**src/sv/q4dp_pkg.sv**
```systemverilog
// Package for the q4 block-quantized dot product core.
// Holds the field widths, the queue entry type and the queue status type.
// No dependencies; every other file of the block imports it.
package q4dp_pkg;

    localparam int NIB_W      = 4;
    localparam int WEIGHT_W   = 8;
    localparam int ACT_W      = 16;
    localparam int SCALE_W    = 16;
    localparam int PROD_W     = NIB_W + ACT_W;
    localparam int CONTRIB_W  = PROD_W + 1;
    localparam int IN_DATA_W  = WEIGHT_W + 2 * ACT_W + SCALE_W;
    localparam int DOT_W      = 48;
    localparam int EXT_W      = 64;

    typedef struct packed {
        logic signed [CONTRIB_W-1:0] contrib;
        logic signed [SCALE_W-1:0]   scale;
        logic                        close;
        logic                        last;
    } q4dp_entry_t;

    typedef struct packed {
        logic full;
        logic empty;
    } q4dp_fifo_status_t;

endpackage

```
**src/sv/q4_block_quant_dot_product_core.sv**
```systemverilog
// Top level of the q4 block-quantized dot product core.
// Instantiates q4dp_front, q4dp_fifo and q4dp_back; depends on q4dp_pkg.

// Takes one packed weight byte per cycle while the queue is not full, and
// sustains that while results are taken. A byte goes through the front end
// into a four-entry queue and a three-stage back end: block accumulation,
// the scale multiply, and the saturating add into the row total, each of them
// registered. The back end holds only while a finished result is not taken;
// the queue then absorbs up to four more bytes.
module q4_block_quant_dot_product_core #(
    parameter int BLOCK_SIZE  = 32,
    parameter int TOTAL_WIDTH = 48
) (
    input  logic                           clk,
    input  logic                           rst_n,
    input  logic                           s_axis_tvalid,
    output logic                           s_axis_tready,
    // packed_weights, act_even, act_odd, block_scale
    input  logic [q4dp_pkg::IN_DATA_W-1:0] s_axis_tdata,
    // row_end
    input  logic                           s_axis_tlast,
    output logic                           m_axis_tvalid,
    input  logic                           m_axis_tready,
    // dot_sum
    output logic [q4dp_pkg::DOT_W-1:0]     m_axis_tdata,
    // saturated
    output logic                           m_axis_tuser
);
    import q4dp_pkg::*;

    q4dp_fifo_status_t fifo_status;
    q4dp_entry_t       wr_entry;
    q4dp_entry_t       rd_entry;
    logic              push;
    logic              pop;

    q4dp_front #(
        .BLOCK_SIZE(BLOCK_SIZE)
    ) u_front (
        .clk          (clk),
        .rst_n        (rst_n),
        .s_axis_tvalid(s_axis_tvalid),
        .s_axis_tready(s_axis_tready),
        .s_axis_tdata (s_axis_tdata),
        .s_axis_tlast (s_axis_tlast),
        .fifo_status  (fifo_status),
        .push         (push),
        .entry        (wr_entry)
    );

    q4dp_fifo #(
        .DEPTH(4)
    ) u_fifo (
        .clk     (clk),
        .rst_n   (rst_n),
        .push    (push),
        .wr_entry(wr_entry),
        .pop     (pop),
        .rd_entry(rd_entry),
        .status  (fifo_status)
    );

    q4dp_back #(
        .BLOCK_SIZE (BLOCK_SIZE),
        .TOTAL_WIDTH(TOTAL_WIDTH)
    ) u_back (
        .clk          (clk),
        .rst_n        (rst_n),
        .fifo_status  (fifo_status),
        .entry        (rd_entry),
        .pop          (pop),
        .m_axis_tvalid(m_axis_tvalid),
        .m_axis_tready(m_axis_tready),
        .m_axis_tdata (m_axis_tdata),
        .m_axis_tuser (m_axis_tuser)
    );

    a_no_push_when_full: assert property (@(posedge clk) disable iff (!rst_n)
        push |-> !fifo_status.full)
        else $error("Request written into a full queue.");

    a_no_pop_when_empty: assert property (@(posedge clk) disable iff (!rst_n)
        pop |-> !fifo_status.empty)
        else $error("Request read from an empty queue.");

    a_status_consistent: assert property (@(posedge clk) disable iff (!rst_n)
        !(fifo_status.full && fifo_status.empty))
        else $error("Queue reports full and empty together.");

    a_full_after_fill: assert property (@(posedge clk) disable iff (!rst_n)
        (fifo_status.full && !pop) |=> fifo_status.full)
        else $error("Queue lost a request while nothing was read.");

endmodule

```
**src/sv/q4dp_front.sv**
```systemverilog
// Front end of the q4 dot product core: takes requests, forms the byte
// contribution and marks block and row closes. Depends on q4dp_pkg.
module q4dp_front #(
    parameter int BLOCK_SIZE = 32
) (
    input  logic                             clk,
    input  logic                             rst_n,
    input  logic                             s_axis_tvalid,
    output logic                             s_axis_tready,
    input  logic [q4dp_pkg::IN_DATA_W-1:0]   s_axis_tdata,
    input  logic                             s_axis_tlast,
    input  q4dp_pkg::q4dp_fifo_status_t      fifo_status,
    output logic                             push,
    output q4dp_pkg::q4dp_entry_t            entry
);
    import q4dp_pkg::*;

    localparam int BPB = BLOCK_SIZE / 2;
    localparam int CW  = (BPB > 1) ? $clog2(BPB) : 1;
    localparam logic [CW-1:0] LAST_CNT = CW'(BPB - 1);

    logic [WEIGHT_W-1:0]     packed_weights;
    logic signed [ACT_W-1:0] act_even;
    logic signed [ACT_W-1:0] act_odd;
    logic signed [NIB_W-1:0] q_lo;
    logic signed [NIB_W-1:0] q_hi;
    logic signed [PROD_W-1:0] prod_lo;
    logic signed [PROD_W-1:0] prod_hi;
    logic                    close;
    logic [CW-1:0]           count_reg;
    logic [CW-1:0]           count_next;

    assign packed_weights = s_axis_tdata[WEIGHT_W-1:0];
    assign act_even       = s_axis_tdata[WEIGHT_W+ACT_W-1:WEIGHT_W];
    assign act_odd        = s_axis_tdata[WEIGHT_W+2*ACT_W-1:WEIGHT_W+ACT_W];

    // Subtracting the offset of eight from a nibble just flips its top bit.
    assign q_lo    = {~packed_weights[3], packed_weights[2:0]};
    assign q_hi    = {~packed_weights[7], packed_weights[6:4]};
    assign prod_lo = q_lo * act_even;
    assign prod_hi = q_hi * act_odd;

    assign s_axis_tready = !fifo_status.full;
    assign push          = s_axis_tvalid && s_axis_tready;
    assign close         = s_axis_tlast || (count_reg == LAST_CNT);

    assign entry.contrib = CONTRIB_W'(prod_lo) + CONTRIB_W'(prod_hi);
    assign entry.scale   = s_axis_tdata[IN_DATA_W-1:WEIGHT_W+2*ACT_W];
    assign entry.close   = close;
    assign entry.last    = s_axis_tlast;

    always_comb
    begin
        count_next = count_reg;
        if (push)
        begin
            count_next = close ? '0 : count_reg + 1'b1;
        end
    end

    always_ff @(posedge clk or negedge rst_n)
    begin
        if (!rst_n)
        begin
            count_reg <= '0;
        end
        else
        begin
            count_reg <= count_next;
        end
    end

endmodule

```
**src/sv/q4dp_fifo.sv**
```systemverilog
// Short queue between the front and back of the q4 dot product core.
// Holds q4dp_entry_t requests; depends on q4dp_pkg.
module q4dp_fifo #(
    parameter int DEPTH = 4
) (
    input  logic                        clk,
    input  logic                        rst_n,
    input  logic                        push,
    input  q4dp_pkg::q4dp_entry_t       wr_entry,
    input  logic                        pop,
    output q4dp_pkg::q4dp_entry_t       rd_entry,
    output q4dp_pkg::q4dp_fifo_status_t status
);
    import q4dp_pkg::*;

    localparam int PTR_W = $clog2(DEPTH);
    localparam int CNT_W = $clog2(DEPTH + 1);
    localparam logic [PTR_W-1:0] PTR_LAST = PTR_W'(DEPTH - 1);
    localparam logic [CNT_W-1:0] CNT_FULL = CNT_W'(DEPTH);

    q4dp_entry_t       mem [DEPTH];
    logic [PTR_W-1:0]  wr_ptr_reg;
    logic [PTR_W-1:0]  wr_ptr_next;
    logic [PTR_W-1:0]  rd_ptr_reg;
    logic [PTR_W-1:0]  rd_ptr_next;
    logic [CNT_W-1:0]  count_reg;
    logic [CNT_W-1:0]  count_next;

    assign status.full  = (count_reg == CNT_FULL);
    assign status.empty = (count_reg == '0);
    assign rd_entry     = mem[rd_ptr_reg];

    always_comb
    begin
        wr_ptr_next = wr_ptr_reg;
        rd_ptr_next = rd_ptr_reg;
        count_next  = count_reg;
        if (push)
        begin
            wr_ptr_next = (wr_ptr_reg == PTR_LAST) ? '0 : wr_ptr_reg + 1'b1;
        end
        if (pop)
        begin
            rd_ptr_next = (rd_ptr_reg == PTR_LAST) ? '0 : rd_ptr_reg + 1'b1;
        end
        if (push && !pop)
        begin
            count_next = count_reg + 1'b1;
        end
        else if (pop && !push)
        begin
            count_next = count_reg - 1'b1;
        end
    end

    always_ff @(posedge clk or negedge rst_n)
    begin
        if (!rst_n)
        begin
            wr_ptr_reg <= '0;
            rd_ptr_reg <= '0;
            count_reg  <= '0;
        end
        else
        begin
            wr_ptr_reg <= wr_ptr_next;
            rd_ptr_reg <= rd_ptr_next;
            count_reg  <= count_next;
        end
    end

    always_ff @(posedge clk)
    begin
        if (push)
        begin
            mem[wr_ptr_reg] <= wr_entry;
        end
    end

endmodule

```
**src/sv/q4dp_back.sv**
```systemverilog
// Back end of the q4 dot product core: block accumulation, scale multiply,
// saturating row total and the output register. Depends on q4dp_pkg.
module q4dp_back #(
    parameter int BLOCK_SIZE  = 32,
    parameter int TOTAL_WIDTH = 48
) (
    input  logic                          clk,
    input  logic                          rst_n,
    input  q4dp_pkg::q4dp_fifo_status_t   fifo_status,
    input  q4dp_pkg::q4dp_entry_t         entry,
    output logic                          pop,
    output logic                          m_axis_tvalid,
    input  logic                          m_axis_tready,
    output logic [q4dp_pkg::DOT_W-1:0]    m_axis_tdata,
    output logic                          m_axis_tuser
);
    import q4dp_pkg::*;

    localparam int BPB = BLOCK_SIZE / 2;
    localparam int BSW = CONTRIB_W + $clog2(BPB);
    localparam int PW  = BSW + SCALE_W;
    localparam int SW  = ((TOTAL_WIDTH > PW) ? TOTAL_WIDTH : PW) + 1;
    localparam logic signed [TOTAL_WIDTH-1:0] TOT_MAX = {1'b0, {(TOTAL_WIDTH-1){1'b1}}};
    localparam logic signed [TOTAL_WIDTH-1:0] TOT_MIN = {1'b1, {(TOTAL_WIDTH-1){1'b0}}};

    logic                          adv;
    logic signed [BSW-1:0]         acc;
    logic signed [BSW-1:0]         bsum_reg;
    logic signed [BSW-1:0]         bsum_next;
    logic signed [BSW-1:0]         closed_reg;
    logic signed [SCALE_W-1:0]     cscale_reg;
    logic                          c_last_reg;
    logic                          c_valid_reg;
    logic                          c_valid_next;
    logic signed [PW-1:0]          prod_reg;
    logic                          p_last_reg;
    logic                          p_valid_reg;
    logic                          p_valid_next;
    logic signed [SW-1:0]          sum_w;
    logic [SW-TOTAL_WIDTH:0]       upper;
    logic                          fits;
    logic signed [TOTAL_WIDTH-1:0] tot_new;
    logic                          clip_new;
    logic signed [EXT_W-1:0]       tot_ext;
    logic signed [TOTAL_WIDTH-1:0] total_reg;
    logic signed [TOTAL_WIDTH-1:0] total_next;
    logic                          clip_reg;
    logic                          clip_next;
    logic                          out_valid_reg;
    logic                          out_valid_next;
    logic [DOT_W-1:0]              out_dot_reg;
    logic                          out_sat_reg;

    // The whole back end moves together; it holds only while a result waits.
    assign adv = !out_valid_reg || m_axis_tready;
    assign pop = adv && !fifo_status.empty;
    assign acc = bsum_reg + BSW'(entry.contrib);

    assign sum_w    = SW'(total_reg) + SW'(prod_reg);
    assign upper    = sum_w[SW-1:TOTAL_WIDTH-1];
    assign fits     = (&upper) || !(|upper);
    assign tot_new  = fits ? sum_w[TOTAL_WIDTH-1:0] : (sum_w[SW-1] ? TOT_MIN : TOT_MAX);
    assign clip_new = clip_reg || !fits;
    assign tot_ext  = EXT_W'(tot_new);

    always_comb
    begin
        bsum_next      = bsum_reg;
        c_valid_next   = c_valid_reg;
        p_valid_next   = p_valid_reg;
        total_next     = total_reg;
        clip_next      = clip_reg;
        out_valid_next = out_valid_reg;
        if (adv)
        begin
            c_valid_next   = pop && entry.close;
            p_valid_next   = c_valid_reg;
            out_valid_next = p_valid_reg && p_last_reg;
            if (pop)
            begin
                bsum_next = entry.close ? '0 : acc;
            end
            if (p_valid_reg)
            begin
                total_next = p_last_reg ? '0 : tot_new;
                clip_next  = p_last_reg ? 1'b0 : clip_new;
            end
        end
    end

    always_ff @(posedge clk or negedge rst_n)
    begin
        if (!rst_n)
        begin
            bsum_reg      <= '0;
            c_valid_reg   <= 1'b0;
            p_valid_reg   <= 1'b0;
            total_reg     <= '0;
            clip_reg      <= 1'b0;
            out_valid_reg <= 1'b0;
        end
        else
        begin
            bsum_reg      <= bsum_next;
            c_valid_reg   <= c_valid_next;
            p_valid_reg   <= p_valid_next;
            total_reg     <= total_next;
            clip_reg      <= clip_next;
            out_valid_reg <= out_valid_next;
        end
    end

    always_ff @(posedge clk)
    begin
        if (pop && entry.close)
        begin
            closed_reg <= acc;
            cscale_reg <= entry.scale;
            c_last_reg <= entry.last;
        end
        if (adv)
        begin
            prod_reg   <= closed_reg * cscale_reg;
            p_last_reg <= c_last_reg;
        end
        if (adv && p_valid_reg && p_last_reg)
        begin
            out_dot_reg <= tot_ext[DOT_W-1:0];
            out_sat_reg <= clip_new;
        end
    end

    assign m_axis_tvalid = out_valid_reg;
    assign m_axis_tdata  = out_dot_reg;
    assign m_axis_tuser  = out_sat_reg;

endmodule
```
**config.mk**
```make
export PLATFORM = sky130hd
export DESIGN_NAME = q4_block_quant_dot_product_core
export DESIGN_NICKNAME = d
export VERILOG_FILES = /design/src/sv/q4dp_pkg.sv /design/src/sv/q4_block_quant_dot_product_core.sv /design/src/sv/q4dp_front.sv /design/src/sv/q4dp_fifo.sv /design/src/sv/q4dp_back.sv
export SDC_FILE = /design/constraint.sdc
export NUM_CORES = 2
export LEC_CHECK = 0
export BUFFER_PORTS_ARGS = -buffer_cell sky130_fd_sc_hd__buf_2
export CAP_MARGIN = 25
export CORE_UTILIZATION = 40
export CTS_CLUSTER_SIZE = 28
export DETAILED_ROUTE_END_ITERATION = 10
export HOLD_SLACK_MARGIN = 0.03
export PLACE_DENSITY = 0.65
export SKIP_CTS_REPAIR_TIMING = 1
export SYNTH_ARGS = -nofsm -noshare
export SYNTH_HDL_FRONTEND = slang
export SYNTH_SLANG_ARGS = --single-unit
export TNS_END_PERCENT = 5
```
**constraint.sdc**
```tcl
create_clock -name clk -period 6.3 [get_ports clk]
set_clock_uncertainty 0.2 [all_clocks]
set_input_delay 0.315 -clock clk [delete_from_list [all_inputs] [get_ports clk]]
set_output_delay 0.315 -clock clk [all_outputs]
set_load 0.005 [all_outputs]
```
# Word-level counts from Yosys, hierarchy flattened
# Memories as Yosys holds them, arrays and structs flattened.
# Index checks and enable logic that the tools add are counted.
[totals]
reg_bits = 221
latchBits = 0
ram_bits = 156
mem_bits_ro = 0
inputBits = 61
output_inout_bits = 51
wordCells = 72
memories = 1
[memory_table]
columns = ["name", "depth", "word_bits", "read_ports", "rd_clocked_by_memory_dff", "wr", "line_no", "text"]
rows = [
  ["u_fifo.mem", 4, 39, 1, 0, 1, "q4dp_fifo.sv:21", "q4dp_entry_t mem [DEPTH];"],
]
[classes]
add_sub_neg = 8
multipliers = 3
n_div = 0
order_cmp = 0
n_eq_ne = 4
shifts = 0
muxes = 12
n_bitwise = 2
n_reduce_logical = 25
[ops]
columns = ["operator", "count"]
rows = [
  ["two-way mux 48 bit", 3],
  ["adder 48 x 41 -> 49 bit", 1],
  ["multiplier 25 x 16 -> 41 bit", 1],
  ["multiplier 4 x 16 -> 20 bit", 2],
  ["adder 25 x 21 -> 25 bit", 1],
  ["two-way mux 25 bit", 1],
  ["adder 20 x 20 -> 21 bit", 1],
  ["logical AND 1 bit", 8],
  ["zero test 1 bit", 7],
  ["two-way mux 3 bit", 2],
  ["AND reduction 2 bit", 3],
  ["adder 2 x 1 -> 2 bit, second input constant", 2],
  ["adder 4 x 1 -> 4 bit, second input constant", 1],
  ["== test 2 bit, second input constant", 2],
  ["== test 4 bit, second input constant", 1],
  ["logical OR 1 bit", 4],
  ["two-way mux 2 bit", 2],
  ["two-way mux 4 bit", 1],
  ["adder 3 x 1 -> 3 bit, second input constant", 1],
  ["== test 3 bit, second input constant", 1],
  ["zero test 3 bit", 1],
  ["two-way mux 1 bit", 3],
  ["subtractor 3 x 1 -> 3 bit, second input constant", 1],
  ["inverter 1 bit", 2],
  ["other kinds (2)", 2],
]

# Logic depth before layout (Yosys ltp)
[logic_depth]
word_depth = 7
mapped_depth = 26
mapped_depth_nobuf = 25

# Hierarchy
# A second synthesis with hierarchy kept.
[hier_totals]
cells_unflattened = 3470
area_unflattened_um2 = 36702.7
[by_module_without_submodules]
columns = ["module", "instances", "cells_per_inst", "area_per_inst_um2", "seq_area_each_um2"]
rows = [
  ["q4dp_back", 1, 2616, 25464.4, 5920.7],
  ["q4dp_fifo", 1, 241, 6089.6, 4859.7],
  ["q4dp_front", 1, 613, 5148.7, 100.1],
]

# Least setup slack after synthesis
# No wires, ideal clock.
[synth_path]
path_kind = "register to register"
start = "register u_back.cscale_reg[15]"
end = "register u_back.prod_reg[40] (data pin)"
setup_time_ps = 260
t_arrival_ps = 6078
t_required_ps = 5840
setup_slack_ps = -238
stages_incl_launch_ff = 24
path_buffers = 1
period_less_slack_ps = 6538
cell_sequence = "edfxtp_1 -> clkinv_1 -> clkbuf_1 -> nor2_1 -> fa_1 -> fa_1 -> fa_1 -> fa_1 -> fa_1 -> inv_1 -> fa_1 -> inv_1 -> ha_1 -> a21o_1 -> a21o_1 -> a21oi_1 -> o21ai_0 -> a31o_2 -> a211o_1 -> o2111ai_1 -> nand3_1 -> a31o_2 -> a21oi_1 -> xnor2_1"
[synth_via]
elab_chain_len = 1
[synth_lines]
columns = ["item", "line_no", "text"]
rows = [
  ["start: declaration", "q4dp_back.sv:31", "logic signed [SCALE_W-1:0] cscale_reg;"],
  ["start signal: assignment", "q4dp_back.sv:118", "cscale_reg <= entry.scale;"],
  ["multiplier 25 x 16 -> 41 bit", "q4dp_back.sv:123", "prod_reg <= closed_reg * cscale_reg;"],
  ["end signal: assignment", "q4dp_back.sv:123", ""],
  ["end: declaration", "q4dp_back.sv:35", "logic signed [PW-1:0] prod_reg;"],
]
# Every way passes these cells.
# A chain may end at the register's enable or synchronous reset.

# Worst setup path after layout
[layout_path]
start = "register u_back.cscale_reg[2]"
end = "register u_back.prod_reg[40] (data pin)"
# The elaborated chain is that of the path after synthesis.

==> flow_metrics.env <==
export IMPL_globalRouteTotalUtil_pct=17.2
export IMPL_drc=0
export IMPL_dp_cells=4802
export IMPL_first_pass_iters=5
export IMPL_numCtsBuffers=41
export IMPL_antenna_found_initial=0
export IMPL_num_vias=24200
export IMPL_cpMostUsedCell="fa_1"
export IMPL_period_needed_ns=6.58
export IMPL_synth_edf_count=289
export IMPL_layout_drive_gt1_share_pct=14.4
export IMPL_synth_cell_type_count=77
export IMPL_ant_nets=0
export IMPL_seq_area_mm2=0.0109
export IMPL_top_layer="met4"
export IMPL_ys_ff_latch=377
export IMPL_final_setup_viol_count=8
export IMPL_fillers=8349
export IMPL_cts_root_buffer="clkbuf_16"
export IMPL_rrSetupSlack_ns=-0.28
export IMPL_relSlewSlack_pct=41.0
export IMPL_met3_length_um=3300
export IMPL_cts_tree="done"
export IMPL_die_w_um=303
export IMPL_synthFlopType="edfxtp_1"
export IMPL_yosysSeqAreaShare_pct=30.0
export IMPL_synth_cells=3423
export IMPL_final_hold_viol_count=0
export IMPL_synth_top_area_share_pct=27.3
export IMPL_nets=4472
export IMPL_violations="negative setup slack"
export IMPL_maxSlewViolCount=0
export IMPL_dieArea_mm2=0.0919
export IMPL_wire_per_inst_um=15.7
export IMPL_synthTopCellsByArea="fa_1 (27%), edfxtp_1 (24%), ha_1 (7.7%), inv_1 (6.1%), dfrtp_1 (6.1%)"
export IMPL_hp_class="primary input to asynchronous set/reset pin"
export IMPL_worst_slew_pin_slew_ns=0.885
export IMPL_crit_required_ns=6.42
export IMPL_cp_endpoint="u_back.prod_reg[40]"
export IMPL_max_cap_violations=0
export IMPL_rr_worst_depth=22
export IMPL_grt_setup_unrepaired="yes"
export IMPL_coreArea_mm2=0.0899
export IMPL_layout_setup_ws_ns=-0.278
export IMPL_crit_arrival_ns=6.70
export IMPL_wl_met1_um=34800
export IMPL_multi_input_area_mm2=0.0228
export IMPL_ys_async_sr_fraction_pct=23.3
export IMPL_synth_common_cells="inv_1 (589), fa_1 (494), nand2_1 (365)"
export IMPL_worstSetupPathType="register to register"
export IMPL_max_stage_delay_ns=0.58
export IMPL_critPathLaunchType="register"
export IMPL_h_tree_depth=2
export IMPL_clk_pin_slew_worst_paths_ns=0.06
export IMPL_start_util_pct=40.3
export IMPL_yosysTopAreaCell="fa_1"
export IMPL_portBuffers=111
export IMPL_cts_max_path_buffers=3
export IMPL_timing_rr_end="u_back.prod_reg[40]"
export IMPL_routed_wl_um=77100
export IMPL_gp_congestion=0.913
export IMPL_area_growth_pct=14.6
export IMPL_largest_register_ffs=156
export IMPL_n_antenna_cell=0
export IMPL_crit_path_top_delay_cell="fa_1"
export IMPL_outcome="finished with violations"
export IMPL_via_per_inst=4.93
export IMPL_grt_pass1_wl_um=128000
export IMPL_wl_met2_um=37600
export IMPL_critPathLaunch="u_back.cscale_reg[2]"
export IMPL_clock_latency_ns=0.59
export IMPL_syn_area_per_cell_um2=10.6
export IMPL_min_period_over_period_pct=104
export IMPL_fmax_mhz=152
export IMPL_ys_warn_count=0
export IMPL_fp_row_count=110
export IMPL_drtIter0Drc=1247
export IMPL_yosysMostFrequentCell="inv_1"
export IMPL_syn_area_mm2=0.0363
export IMPL_stdcell_count=4902
export IMPL_first_global_vias=25400
export IMPL_die_y_um=303
export IMPL_critPathMaxFanout=14
export IMPL_path_cells="buf_12 -> buf_4 -> buf_4 -> nand2_1 -> inv_1 -> fa_1 -> inv_1 -> fa_1 -> fa_2 -> fa_1 -> fa_1 -> fa_1 -> inv_1 -> ha_1 -> buf_4 -> a31o_2 -> a211o_1 -> o2111ai_4 -> nand3_2 -> a31o_2 -> a21oi_2 -> xnor2_1"
export IMPL_syn_nets=4201
export IMPL_cts_sinks=377
export IMPL_ios=112
export IMPL_overflow=0
export IMPL_end_kind="register"
export IMPL_dp_hpwl_um=63200
export IMPL_worstReg2RegStart="u_back.cscale_reg[2]"
export IMPL_grt_max_degree=60
## area by class of cell
type / count / share of cell area [%]
clock buffers: 49 / 2.61
clock inverters: 26 / 0.792
inverters: 590 / 5.33
multi-input cells: 2327 / 55.0
flip-flops and latches: 377 / 26.2
well taps: 1176 / 3.54
repair buffers: 357 / 6.57
## per-layer routing
| layer | track usage, % | vias up |
|---|---|---|
| met3 | 2.33 | 94 |
| met5 | 0 | - |
| li1 | - | 11700 |
| met2 | 30.1 | 458 |
| met4 | 3.79 | 0 |
| met1 | 22.7 | 12000 |
## worst max-delay path: cells and delay by family, from the launching register on
family / cells / cell delay (ns)
flops: 1 / 0.41
buf+inv: 7 / 0.78
xor+xnor: 1 / 0.09
fa+ha+maj: 7 / 3.36
compound gates: 5 / 1.25
simple gates: 2 / 0.21
## placed cells by master (no fill, tap or decap), types with 34 or more instances in the layout
cell / synthesis / final
inv_1: 589 / 583
fa_1: 494 / 489
nand2_1: 365 / 365
edfxtp_1: 289 / 289
and2_1: 229 / 226
ha_1: 223 / 219
buf_4: 2 / 203
a21oi_1: 157 / 150
nor2_1: 140 / 139
buf_2: 17 / 110
xnor2_1: 96 / 96
dfrtp_1: 88 / 87
o21ai_0: 80 / 77
a21o_1: 68 / 68
clkbuf_16: 0 / 42
mux4_2: 39 / 39
xor2_1: 34 / 34
## worst min path at each step
stage               start                   to  cells past startpoint
floorplan           rst_n   u_back.bsum_reg[0]                      0
global placement    rst_n  u_back.total_reg[4]                      1
detailed placement  rst_n  u_back.total_reg[5]                      1
CTS                 rst_n  u_back.total_reg[5]                      1
global route        rst_n  u_back.total_reg[8]                      2
finish              rst_n  u_back.total_reg[4]                      2
## cell families (layout without fill, tap and decap cells)
family / count (synthesis) / count (layout) / synth area share (%)
muxes: 46 / 46 / 2.64
xor gates and xnor gates: 130 / 130 / 3.14
and+or+nand+nor: 905 / 905 / 12.1
buffers and inverters: 719 / 1022 / 7.53
adders and majority gates: 738 / 738 / 35.6
AOI/OAI and AO/OA: 508 / 508 / 9.08
DFF: 377 / 377 / 30.0
## metrics by stage
step	instance area [µm²]	setup TNS [ns]	worst slack, ns	hold slack (ns)	util [%]
after detailed placement	39700	-2.79	-0.389	0.0888	44.2
after floorplan	36300	-0.0315	-0.0230	-0.181	-
after global placement	39600	-1.70	-0.290	0.0928	44.1
after global routing	41600	-4.17	-0.464	0.0464	46.2
final	41600	-0.666	-0.278	0.0151	46.2
after CTS	41100	-3.19	-0.416	-0.549	45.8
Power is not shown: default switching activity piles up to over one toggle a cycle in this logic, so the estimate is an artifact.
